==> src/hdl/bracket_mismatch_repair_unit_assert.svh <==
// ----------------------------------------------------------------------------
// bracket mismatch repair unit - assertion macros
// concurrent assertion helpers, removed for synthesis
// ----------------------------------------------------------------------------
`ifndef BRACKET_MISMATCH_REPAIR_UNIT_ASSERT_SVH
`define BRACKET_MISMATCH_REPAIR_UNIT_ASSERT_SVH

`ifndef SYNTHESIS

// same-cycle implication
`define BMR_ASSERT_NOW(label, clk, rst_n, ante, cons) \
	label: assert property (@(posedge clk) disable iff (!rst_n) (ante) |-> (cons)) \
		else $error("assertion failed");

// next-cycle implication
`define BMR_ASSERT_NEXT(label, clk, rst_n, ante, cons) \
	label: assert property (@(posedge clk) disable iff (!rst_n) (ante) |=> (cons)) \
		else $error("assertion failed");

`else

`define BMR_ASSERT_NOW(label, clk, rst_n, ante, cons)
`define BMR_ASSERT_NEXT(label, clk, rst_n, ante, cons)

`endif

`endif

==> src/hdl/bmr_pkg.sv <==
// ----------------------------------------------------------------------------
// bmr_pkg
// shared constants, types and the closer repair table
// ----------------------------------------------------------------------------
package bmr_pkg;

	localparam int STACK_DEPTH = 64;
	localparam int CNT_W       = $clog2(STACK_DEPTH + 1);
	localparam int ADDR_W      = $clog2(STACK_DEPTH);
	localparam int KIND_W      = 2;

	typedef logic [KIND_W-1:0] kind_t;
	typedef logic [7:0]        char_t;

	localparam kind_t KIND_PAREN  = 2'd0;
	localparam kind_t KIND_SQUARE = 2'd1;
	localparam kind_t KIND_CURLY  = 2'd2;

	localparam char_t CH_LPAREN  = 8'h28;
	localparam char_t CH_RPAREN  = 8'h29;
	localparam char_t CH_LSQUARE = 8'h5B;
	localparam char_t CH_RSQUARE = 8'h5D;
	localparam char_t CH_LCURLY  = 8'h7B;
	localparam char_t CH_RCURLY  = 8'h7D;
	localparam char_t CH_SPACE   = 8'h20;

	// item in flight between the stack stage and the output stage
	typedef struct packed {
		char_t ch;
		logic  pop;
		logic  ovf;
	} s1_t;

	// rewrite a closer from the kind popped off the stack
	function automatic char_t repair_closer(input char_t closer, input kind_t kind);
		char_t res;
		res = closer;
		case (closer)
			CH_RPAREN: begin
				if (kind == KIND_CURLY)       res = CH_SPACE;
				else if (kind == KIND_SQUARE) res = CH_RSQUARE;
			end
			CH_RCURLY: begin
				if (kind == KIND_PAREN)       res = CH_RPAREN;
				else if (kind == KIND_SQUARE) res = CH_RSQUARE;
			end
			CH_RSQUARE: begin
				if (kind == KIND_PAREN)       res = CH_RPAREN;
				else if (kind == KIND_CURLY)  res = CH_SPACE;
			end
			default: res = closer;
		endcase
		return res;
	endfunction

endpackage

==> src/hdl/bmr_if.sv <==
// ----------------------------------------------------------------------------
// bmr channel interfaces
// valid/ready channels for text bytes in and repaired bytes out
// ----------------------------------------------------------------------------
interface bmr_in_if;
	logic       valid;
	logic       ready;
	logic [7:0] char_in;

	modport source (output valid, output char_in, input ready);
	modport sink   (input valid, input char_in, output ready);
endinterface

interface bmr_out_if;
	logic       valid;
	logic       ready;
	logic [7:0] char_out;
	logic       overflow;

	modport source (output valid, output char_out, output overflow, input ready);
	modport sink   (input valid, input char_out, input overflow, output ready);
endinterface

==> src/hdl/bmr_ram.sv <==
// ----------------------------------------------------------------------------
// bmr_ram
// generic simple dual port ram, one write port, one registered read port
// ----------------------------------------------------------------------------
module bmr_ram #(
	parameter int WIDTH = 2,
	parameter int DEPTH = 64
) (
	input  logic                     clk,
	input  logic                     wr_en,
	input  logic [$clog2(DEPTH)-1:0] wr_addr,
	input  logic [WIDTH-1:0]         wr_data,
	input  logic                     rd_en,
	input  logic [$clog2(DEPTH)-1:0] rd_addr,
	output logic [WIDTH-1:0]         rd_data
);

	logic [WIDTH-1:0] mem [DEPTH];

	always_ff @(posedge clk) begin
		if (wr_en) begin
			mem[wr_addr] <= wr_data;
		end
		if (rd_en) begin
			rd_data <= mem[rd_addr];
		end
	end

endmodule

==> src/hdl/bmr_issue.sv <==
// ----------------------------------------------------------------------------
// bmr_issue
// decodes incoming bytes, keeps the stack count, pushes and issues pops
// ----------------------------------------------------------------------------
`include "bracket_mismatch_repair_unit_assert.svh"

module bmr_issue import bmr_pkg::*; (
	input  logic      clk,
	input  logic      arst_n,
	bmr_in_if.sink    text_in,
	input  logic      s1_take,
	output logic      s1_valid,
	output s1_t       s1_data,
	output kind_t     top_kind
);

	logic [CNT_W-1:0] count_q;
	logic [CNT_W-1:0] count_m1;
	logic             s1_valid_q;
	s1_t              s1_q;
	logic             acc;
	logic             is_open;
	logic             is_close;
	logic             is_full;
	logic             is_empty;
	logic             push;
	logic             pop;
	kind_t            kind;

	assign text_in.ready = !s1_valid_q || s1_take;
	assign acc           = text_in.valid && text_in.ready;

	always_comb begin
		is_open  = 1'b1;
		is_close = 1'b0;
		kind     = KIND_PAREN;
		case (text_in.char_in)
			CH_LPAREN:  kind = KIND_PAREN;
			CH_LSQUARE: kind = KIND_SQUARE;
			CH_LCURLY:  kind = KIND_CURLY;
			default: begin
				is_open  = 1'b0;
				is_close = text_in.char_in inside {CH_RPAREN, CH_RSQUARE, CH_RCURLY};
			end
		endcase
	end

	assign is_full  = count_q == CNT_W'(STACK_DEPTH);
	assign is_empty = count_q == '0;
	assign push     = acc && is_open && !is_full;
	assign pop      = acc && is_close && !is_empty;
	assign count_m1 = count_q - 1'b1;

	always_ff @(posedge clk or negedge arst_n) begin
		if (!arst_n) begin
			count_q    <= '0;
			s1_valid_q <= 1'b0;
		end else begin
			if (push) begin
				count_q <= count_q + 1'b1;
			end else if (pop) begin
				count_q <= count_m1;
			end
			if (acc) begin
				// closer on an empty stack is dropped here
				s1_valid_q <= !(is_close && is_empty);
			end else if (s1_take) begin
				s1_valid_q <= 1'b0;
			end
		end
	end

	always_ff @(posedge clk) begin
		if (acc) begin
			s1_q.ch  <= text_in.char_in;
			s1_q.pop <= is_close;
			s1_q.ovf <= is_open && is_full;
		end
	end

	// a push is written at the edge of its transaction, so a pop in the
	// next cycle already reads the new entry
	bmr_ram #(
		.WIDTH (KIND_W),
		.DEPTH (STACK_DEPTH)
	) u_stack (
		.clk     (clk),
		.wr_en   (push),
		.wr_addr (count_q[ADDR_W-1:0]),
		.wr_data (kind),
		.rd_en   (pop),
		.rd_addr (count_m1[ADDR_W-1:0]),
		.rd_data (top_kind)
	);

	assign s1_valid = s1_valid_q;
	assign s1_data  = s1_q;

	`BMR_ASSERT_NOW(a_count_bound, clk, arst_n, 1'b1, count_q <= CNT_W'(STACK_DEPTH))
	`BMR_ASSERT_NEXT(a_push_count, clk, arst_n, push, count_q == $past(count_q) + 1'b1)
	`BMR_ASSERT_NEXT(a_s1_hold, clk, arst_n, s1_valid_q && !s1_take, s1_valid_q && $stable(s1_q))

endmodule

==> src/hdl/bmr_repair.sv <==
// ----------------------------------------------------------------------------
// bmr_repair
// rewrites popped closers and holds the result in the output register
// ----------------------------------------------------------------------------
`include "bracket_mismatch_repair_unit_assert.svh"

module bmr_repair import bmr_pkg::*; (
	input  logic      clk,
	input  logic      arst_n,
	input  logic      s1_valid,
	input  s1_t       s1_data,
	input  kind_t     top_kind,
	output logic      s1_take,
	bmr_out_if.source text_out
);

	logic  out_valid_q;
	char_t char_q;
	logic  ovf_q;
	logic  out_is_opener;

	assign s1_take = s1_valid && (!out_valid_q || text_out.ready);

	always_ff @(posedge clk or negedge arst_n) begin
		if (!arst_n) begin
			out_valid_q <= 1'b0;
		end else if (s1_take) begin
			out_valid_q <= 1'b1;
		end else if (text_out.ready) begin
			out_valid_q <= 1'b0;
		end
	end

	always_ff @(posedge clk) begin
		if (s1_take) begin
			char_q <= s1_data.pop ? repair_closer(s1_data.ch, top_kind) : s1_data.ch;
			ovf_q  <= s1_data.ovf;
		end
	end

	assign text_out.valid    = out_valid_q;
	assign text_out.char_out = char_q;
	assign text_out.overflow = ovf_q;

	assign out_is_opener = char_q == CH_LPAREN || char_q == CH_LSQUARE || char_q == CH_LCURLY;

	`BMR_ASSERT_NOW(a_ovf_opener, clk, arst_n, out_valid_q && ovf_q, out_is_opener)
	`BMR_ASSERT_NEXT(a_take_loads, clk, arst_n, s1_take, out_valid_q)

endmodule

==> src/hdl/bracket_mismatch_repair_unit.sv <==
// ----------------------------------------------------------------------------
// bracket_mismatch_repair_unit
// repairs mismatched closing brackets against a stack of open bracket kinds
// ----------------------------------------------------------------------------
//
// channel    dir   payload             per transaction
// text_in    in    char_in[7:0]        one source text byte
// text_out   out   char_out[7:0],      passed byte, replacement closer or space;
//                  overflow            overflow set when an opener was not pushed
//
// one byte per cycle while text_out does not stall; each byte is held in the
// stack stage and then in the output register; the stack lives in a 64 x 2 ram,
// pushes write and pops read at the input edge, the popped kind is held in the
// ram output; no clearing pass: the ram is only read below the stack count
// text_in stays ready while text_out stalls until both the stage and the
// output register hold a transaction
// arst_n clears the stack count and all valid flags
//
`include "bracket_mismatch_repair_unit_assert.svh"

module bracket_mismatch_repair_unit import bmr_pkg::*; (
	input  logic      clk,
	input  logic      arst_n,
	bmr_in_if.sink    text_in,
	bmr_out_if.source text_out
);

	// handoff between the stack stage and the repair stage
	logic  s1_valid;
	logic  s1_take;
	s1_t   s1_data;
	kind_t top_kind;

	// decode, stack count, stack ram push and pop read
	bmr_issue u_issue (
		.clk      (clk),
		.arst_n   (arst_n),
		.text_in  (text_in),
		.s1_take  (s1_take),
		.s1_valid (s1_valid),
		.s1_data  (s1_data),
		.top_kind (top_kind)
	);

	// closer rewrite and output register
	bmr_repair u_repair (
		.clk      (clk),
		.arst_n   (arst_n),
		.s1_valid (s1_valid),
		.s1_data  (s1_data),
		.top_kind (top_kind),
		.s1_take  (s1_take),
		.text_out (text_out)
	);

	// a held output with a held stage must block new input transactions
	`BMR_ASSERT_NOW(a_full_backpressure, clk, arst_n, s1_valid && !s1_take, !text_in.ready)

endmodule

==> src/flat_wrapper.sv <==
// flat-port wrapper written by rule: the top's interface ports become plain ports
module bracket_mismatch_repair_unit_flat import bmr_pkg::*;
  (clk, arst_n, text_in_valid, text_in_char_in, text_in_ready, text_out_valid, text_out_char_out, text_out_overflow, text_out_ready);
  bmr_in_if text_in_i ();
  bmr_out_if text_out_i ();
  input  logic clk;
  input  logic arst_n;
  input wire logic [$bits(text_in_i.valid)-1:0] text_in_valid;
  input wire logic [$bits(text_in_i.char_in)-1:0] text_in_char_in;
  output wire logic [$bits(text_in_i.ready)-1:0] text_in_ready;
  output wire logic [$bits(text_out_i.valid)-1:0] text_out_valid;
  output wire logic [$bits(text_out_i.char_out)-1:0] text_out_char_out;
  output wire logic [$bits(text_out_i.overflow)-1:0] text_out_overflow;
  input wire logic [$bits(text_out_i.ready)-1:0] text_out_ready;
  assign text_in_i.valid = text_in_valid;
  assign text_in_i.char_in = text_in_char_in;
  assign text_in_ready = text_in_i.ready;
  assign text_out_valid = text_out_i.valid;
  assign text_out_char_out = text_out_i.char_out;
  assign text_out_overflow = text_out_i.overflow;
  assign text_out_i.ready = text_out_ready;
  bracket_mismatch_repair_unit u_core (.clk(clk), .arst_n(arst_n), .text_in(text_in_i), .text_out(text_out_i));
endmodule
==> config.mk <==
export PLATFORM = sky130hd
export DESIGN_NAME = bracket_mismatch_repair_unit_flat
export DESIGN_NICKNAME = d
export VERILOG_FILES = /design/src/hdl/bmr_pkg.sv /design/src/hdl/bmr_if.sv /design/src/hdl/bmr_ram.sv /design/src/hdl/bmr_issue.sv /design/src/hdl/bmr_repair.sv /design/src/hdl/bracket_mismatch_repair_unit.sv /design/src/flat_wrapper.sv
export VERILOG_INCLUDE_DIRS = /design/src /design/src/hdl
export SDC_FILE = /design/constraint.sdc
export NUM_CORES = 1
export LEC_CHECK = 0
export BUFFER_PORTS_ARGS = -buffer_cell sky130_fd_sc_hd__buf_2
export CORE_MARGIN = 5
export CORE_UTILIZATION = 56
export DETAILED_ROUTE_END_ITERATION = 8
export PLACE_DENSITY = 0.87
export SYNTH_ARGS = -nofsm -noshare
export SYNTH_HDL_FRONTEND = slang
export SYNTH_SLANG_ARGS = --single-unit
==> constraint.sdc <==
create_clock -name clk -period 3.5 [get_ports clk]
set_clock_uncertainty 0.1 [all_clocks]
set_input_delay 0.175 -clock clk [delete_from_list [all_inputs] [get_ports clk]]
set_output_delay 0.175 -clock clk [all_outputs]
set_load 0.01 [all_outputs]
After elaboration in Yosys (flattened, before gate mapping)
Memory sizes are Yosys's and may differ from the RTL's. A register that Yosys moved wholly into a read port is not among the register bits.
Index checks and enable logic that the tools add are counted.
{"block": "totals", "inputBits": 12, "n_memories": 1, "ram_bits": 128, "regBits": 28}
{"name": "u_core.u_issue.u_stack.mem", "words": 64, "word_bits": 2, "read_ports": 1, "rd_clocked_by_memory_dff": 1, "wr": 1, "line": "bmr_ram.sv:18", "source": "logic [WIDTH-1:0] mem [DEPTH];"}
{"block": "classes", "reduce_logical": 22, "muxes": 18, "addsub": 2, "n_eq_ne": 12}
{"op": "$eq A8 B7 Y1 const B", "count": 6}
{"op": "$mux W8", "count": 6}
{"op": "$eq A8 B6 Y1 const B", "count": 3}
{"op": "$pmux W8 S3", "count": 1}
{"op": "$mux W7", "count": 2}
{"op": "$logic_and A1 B1 Y1", "count": 8}
{"op": "$mux W1", "count": 8}
{"op": "$add A7 B1 Y7 const B", "count": 1}
{"op": "$eq A7 B7 Y1 const B", "count": 1}
{"op": "$logic_not A7 Y1", "count": 1}
{"op": "$sub A7 B1 Y7 const B", "count": 1}
{"op": "$reduce_bool A2 Y1", "count": 3}
{"op": "$logic_not A1 Y1", "count": 5}
{"op": "$pmux W2 S2", "count": 1}
{"op": "$reduce_bool A3 Y1", "count": 1}
{"op": "$reduce_or A3 Y1", "count": 1}
{"op": "$eq A2 B1 Y1 const B", "count": 1}
{"op": "$eq A2 B2 Y1 const B", "count": 1}
{"op": "$logic_not A2 Y1", "count": 1}
{"op": "$logic_or A1 B1 Y1", "count": 2}

Depth between registers and ports, before layout
{"block": "depth", "depth_word": 9, "ltp_mapped": 14}

By module
A second synthesis with hierarchy kept.
{"block": "hier_totals", "cells_unflattened": 449, "hier_area_um2": 6921.6}
{"mod": "bmr_ram", "cells_each": 324, "area_per_inst_um2": 5417.7, "instances": 1}
{"mod": "bmr_issue", "cells_each": 83, "area_per_inst_um2": 983.4, "instances": 1}
{"mod": "bmr_repair", "cells_each": 42, "area_per_inst_um2": 520.5, "instances": 1}

Worst setup path after synthesis
OpenSTA, ideal clock, no wires.
{"block": "synth_timing", "path_type": "input to register", "start": "input text_in_char_in[7]", "end": "memory u_core.u_issue.u_stack.mem[0][0], data pin", "path_slack_ps": -1338, "setup_ps": 879, "arrival_time_ps": 3859, "path_stages": 2, "path_cell_list": "nand2b_1 -> nor4_1"}
{"block": "synth_via", "elab_chain_cells": 2, "word_cells_on_any_way": 3, "cone_classes": "eq/ne: 2; mux: 1"}
{"element": "start, declared", "line": "flat_wrapper.sv:9", "source": "input wire logic [$bits(text_in_i.char_in)-1:0] text_in_char_in;"}
{"element": "$eq A8 B7 Y1", "line": "bmr_issue.sv:37", "source": "case (text_in.char_in)"}
{"element": "$pmux W2 S2 (*)", "line": "bmr_issue.sv:37"}
{"element": "named net u_core.u_issue.kind[0]", "line": "bmr_issue.sv:28", "source": "kind_t kind;"}
{"element": "end, declared", "line": "bmr_ram.sv:18"}
Mark *: on every way through the listed nets, which the timed path passes. The rest lies on a longest branch.

Worst setup path after layout
{"block": "layout_timing", "start": "register u_core.u_issue.count_q[1]", "end": "memory u_core.u_issue.u_stack.mem[59][0] (enable)"}
{"block": "layout_via", "elab_chain_cells": 5}
{"element": "start, declared", "line": "bmr_issue.sv:17", "source": "logic [CNT_W-1:0] count_q;"}
{"element": "start signal, assigned", "line": "bmr_issue.sv:60", "source": "count_q <= count_q + 1'b1;"}
{"element": "start signal, assigned", "line": "bmr_issue.sv:62", "source": "count_q <= count_m1;"}
{"element": "$eq A7 B7 Y1", "line": "bmr_issue.sv:48", "source": "assign is_full = count_q == CNT_W'(STACK_DEPTH);"}
{"element": "$logic_not A1 Y1", "line": "bmr_issue.sv:50", "source": "assign push = acc && is_open && !is_full;"}
{"element": "$logic_and A1 B1 Y1", "line": "bmr_issue.sv:50"}
{"element": "$mux W1", "line": "bmr_ram.sv:21", "source": "if (wr_en) begin"}
{"element": "$mux W1 (not written as such)", "line": "bmr_ram.sv:22", "source": "mem[wr_addr] <= wr_data;"}
Several ways; a longest one is shown, not always the timed one.

==> results.cfg <==
[timing]
layout_setup_ws_ns = 0.209
layout_min_cycle_time_ns = 3.29
worstMarginPinSlew_ns = 0.762
slew_headroom_pct = 48.5
slew_violations = 0
fin_tns_setup_ns = 0
hold_viol_final = 0
max_clock_freq_mhz = 304
rsz0062_at_grt = no
setup_viol = 0
period_share_pct = 94.0

[power_and_ir_drop]
leakagePower_nw = 2.88
seq_power_share_pct = 40.8
peakVddDrop_v = 0.000409
p_comb_share_pct = 24.3
intPower_mw = 3.75
p_per_area_nw_per_um2 = 650
p_sw_mw = 1.44
clkPwrFrac_pct = 34.9
swShare_pct = 27.8

[clock_network]
clk_latency_ns = 0.42
tritoncts = done
cts_buffers = 17
cts_sinks = 158
path_clk_slew_ns = 0.07
htreeDepth = 4
root_buffer = clkbuf_16
ctsResizeCount = 0
cts_max_path_buffers = 2

[synthesis]
ys.warnings.count = 0
syn_area_um2 = 6980
synth-async-reset-ratio_pct = 5.70
synthFlopType = edfxtp_1
synth.distinct_cells = 60
synth.top_cells.by_count = edfxtp_1 (149), nor2_1 (60), mux4_2 (32), nand2_1 (24), mux2i_1 (15)
yosys.area.top_type_share_pct = 64.1
synthTopCellsByArea = edfxtp_1 (64%), mux4_2 (10%), dfrtp_1 (3.2%)
ys_seq_elements = 158
ys_seq_area_share_pct = 67.3
avgSynthCellArea_um2 = 15.6
yosysMostFrequentCell = edfxtp_1
yosysTopAreaCell = edfxtp_1
synthCells = 447
synth-edff-count = 149
synth_fp_nets = 461

[critical_path]
crit_path_end_kind = register
critPathRequiredTime_ns = 3.51
critPathLaunchType = register
max_stage_delay_ns = 0.51
path_cells = inv_1, ha_1, nor2b_1, and2_1, nand2_1, nor3b_4, buf_4, nand4_1, nor2_1
critPathKind = reg2reg
r2r_setup_slack_ns = 0.21
crit_buf_inv = 2
crit_family = simple AND/OR/NAND/NOR gates
cpMaxStageDelayCell = dfrtp_1
crit_fanout = 10
arrival_ns = 3.30

[global_route]
grt_pass1_vias = 4199
grtUsageMet2_pct = 32.6
grtUsageMet3_pct = 5.52
grt_pass1_wl_um = 22900
grt_antenna_before_repair = 0
gr-total-overflow = 0
top_usage_layer = met2
grt_use_total_pct = 21.0
met1_usage_pct = 28.0
grt_max_degree = 65

[route]
via_per_inst = 6.26
drt_wl_total_um = 14500
vias = 4158
antenna_left = 0
dr.pass1.iters = 5
drc = 0
drt-initial-drc-count = 502
wl_per_cell_um = 21.9

[placement]
post-dp-hpwl_um = 9080
io_buffer_count = 22
dp_worst_setup_slack_ns = 0.260
gp_congestion = 0.903

[floorplanning]
dieArea_um2 = 14800
die_h_um = 122
fp.coreArea_um2 = 12100
start_util_pct = 57.7
rows = 40
die_width_um = 122
ios = 23

[layout]
n_antenna_cell = 0
nFillCells = 797
seq_area_um2 = 4700
drive_gt1_share_pct = 24.0
finalNetCount = 499
area_growth_pct = 14.4
multi_input_area_um2 = 2140

[run]
cap_violations = 0

[run_status]
outcome = complete, no violations

[hold_path]
min_path_type = in2async
==> cell usage in the layout, fill, tap and decap left out, types with 3 or more instances in the layout <==
master	count
nand2_1	24
nor2b_1	6
nor2_2	7
nor2_1	60
edfxtp_1	149
nand3_1	12
nor3_1	4
a21oi_1	4
bufinv_16	3
o21ai_0	8
xor2_1	3
nor4b_1	3
dlygate4sd3_1	11
a22oi_1	3
mux4_2	32
xnor2_1	7
dfrtp_1	9
or3_1	4
a31oi_1	4
clkinvlp_4	3
nand2b_1	3
buf_4	12
clkinv_2	5
clkbuf_16	17
mux2i_1	15
buf_2	22
and2_1	7
inv_1	9
==> sequential cells by signal (all words and copies together), names as in the netlist <==
name / cells
u_core.u_issue.count_q: 7
u_core.u_issue.s1_data: 10
u_core.u_issue.s1_valid: 1
u_core.u_issue.u_stack.mem: 128
u_core.u_issue.u_stack.rd_data: 2
u_core.u_repair.text_out.char_out: 8
u_core.u_repair.text_out.overflow: 1
u_core.u_repair.text_out.valid: 1
==> logic make-up (layout without fill, tap and decap cells) <==
logic type | Yosys count | count (layout) | synth area share [%]
flops | 158 | 158 | 67.3
simple gates | 151 | 151 | 11.1
mux | 49 | 49 | 12.8
compound gates | 39 | 39 | 4.16
buf+inv | 36 | 85 | 2.42
xor+xnor | 12 | 12 | 1.88
fa+ha+maj | 2 | 2 | 0.358
==> per-stage QoR <==
step / hold slack, ns / util [%] / total power [mW] / std cells / instance area (um^2)
after floorplan: -0.221 / - / 3.08 / 447 / 7000
after global placement: -0.0550 / 60.3 / 3.38 / 623 / 7310
after detailed placement: -0.0516 / 60.3 / 3.40 / 623 / 7310
after CTS: 0.0402 / 66.0 / 5.21 / 664 / 7990
after global routing: 0.0784 / 66.0 / 5.39 / 664 / 7990
final: 0.0591 / 66.0 / 5.19 / 664 / 7990
==> final timing paths <==
path	endpoint	start	depth (start not counted)
setup / recovery	u_core.u_issue.u_stack.mem[59][0]$_DFFE_PP_	u_core.u_issue.count_q[1]$_DFFE_PN0P_	9
hold / removal	u_core.u_issue.count_q[2]$_DFFE_PN0P_	arst_n	2
min in group clk	u_core.u_repair.text_out.overflow$_DFFE_PP_	u_core.u_issue.s1_data[0]$_DFFE_PP_	0
max in group asynchronous	u_core.u_repair.text_out.valid$_DFFE_PN0P_	arst_n	2
hold reg to reg	u_core.u_repair.text_out.overflow$_DFFE_PP_	u_core.u_issue.s1_data[0]$_DFFE_PP_	0
setup reg to reg	u_core.u_issue.u_stack.mem[59][0]$_DFFE_PP_	u_core.u_issue.count_q[1]$_DFFE_PN0P_	9
==> per-layer routing <==
metal	routed length, um	part of all wire [%]
met1	5670	39
met2	7050	49
met3	1320	9.1
met4	489	3.4
met5	0	0
==> power groups by stage <==
stage	clock network [mW]	registers [mW]	logic (mW)
final	1.81	2.12	1.26
after global routing	1.91	2.12	1.36
after CTS	1.83	2.12	1.26
after detailed placement	0	2.16	1.25
after global placement	0	2.15	1.23
after floorplan	0	2.14	0.945
==> final cells by class <==
cell class                      instances  share of cell area, %
Clock buffer                           17                   5.32
Clock inverter                         13                   1.88
Sequential cell                       158                   58.8
Multi-Input combinational cell        253                   26.8
Timing Repair Buffer                   46                   4.13
Tap cell                              168                   2.63
Inverter                                9                  0.423
==> repair_timing <==
item / in CTS / in global routing
setup endpoints to repair: 0 / 0
setup buffers: 0 / 0
hold buffers: 11 / 0
hold endpoints to repair: 19 / 0
Power figures use the tool's default switching activity.
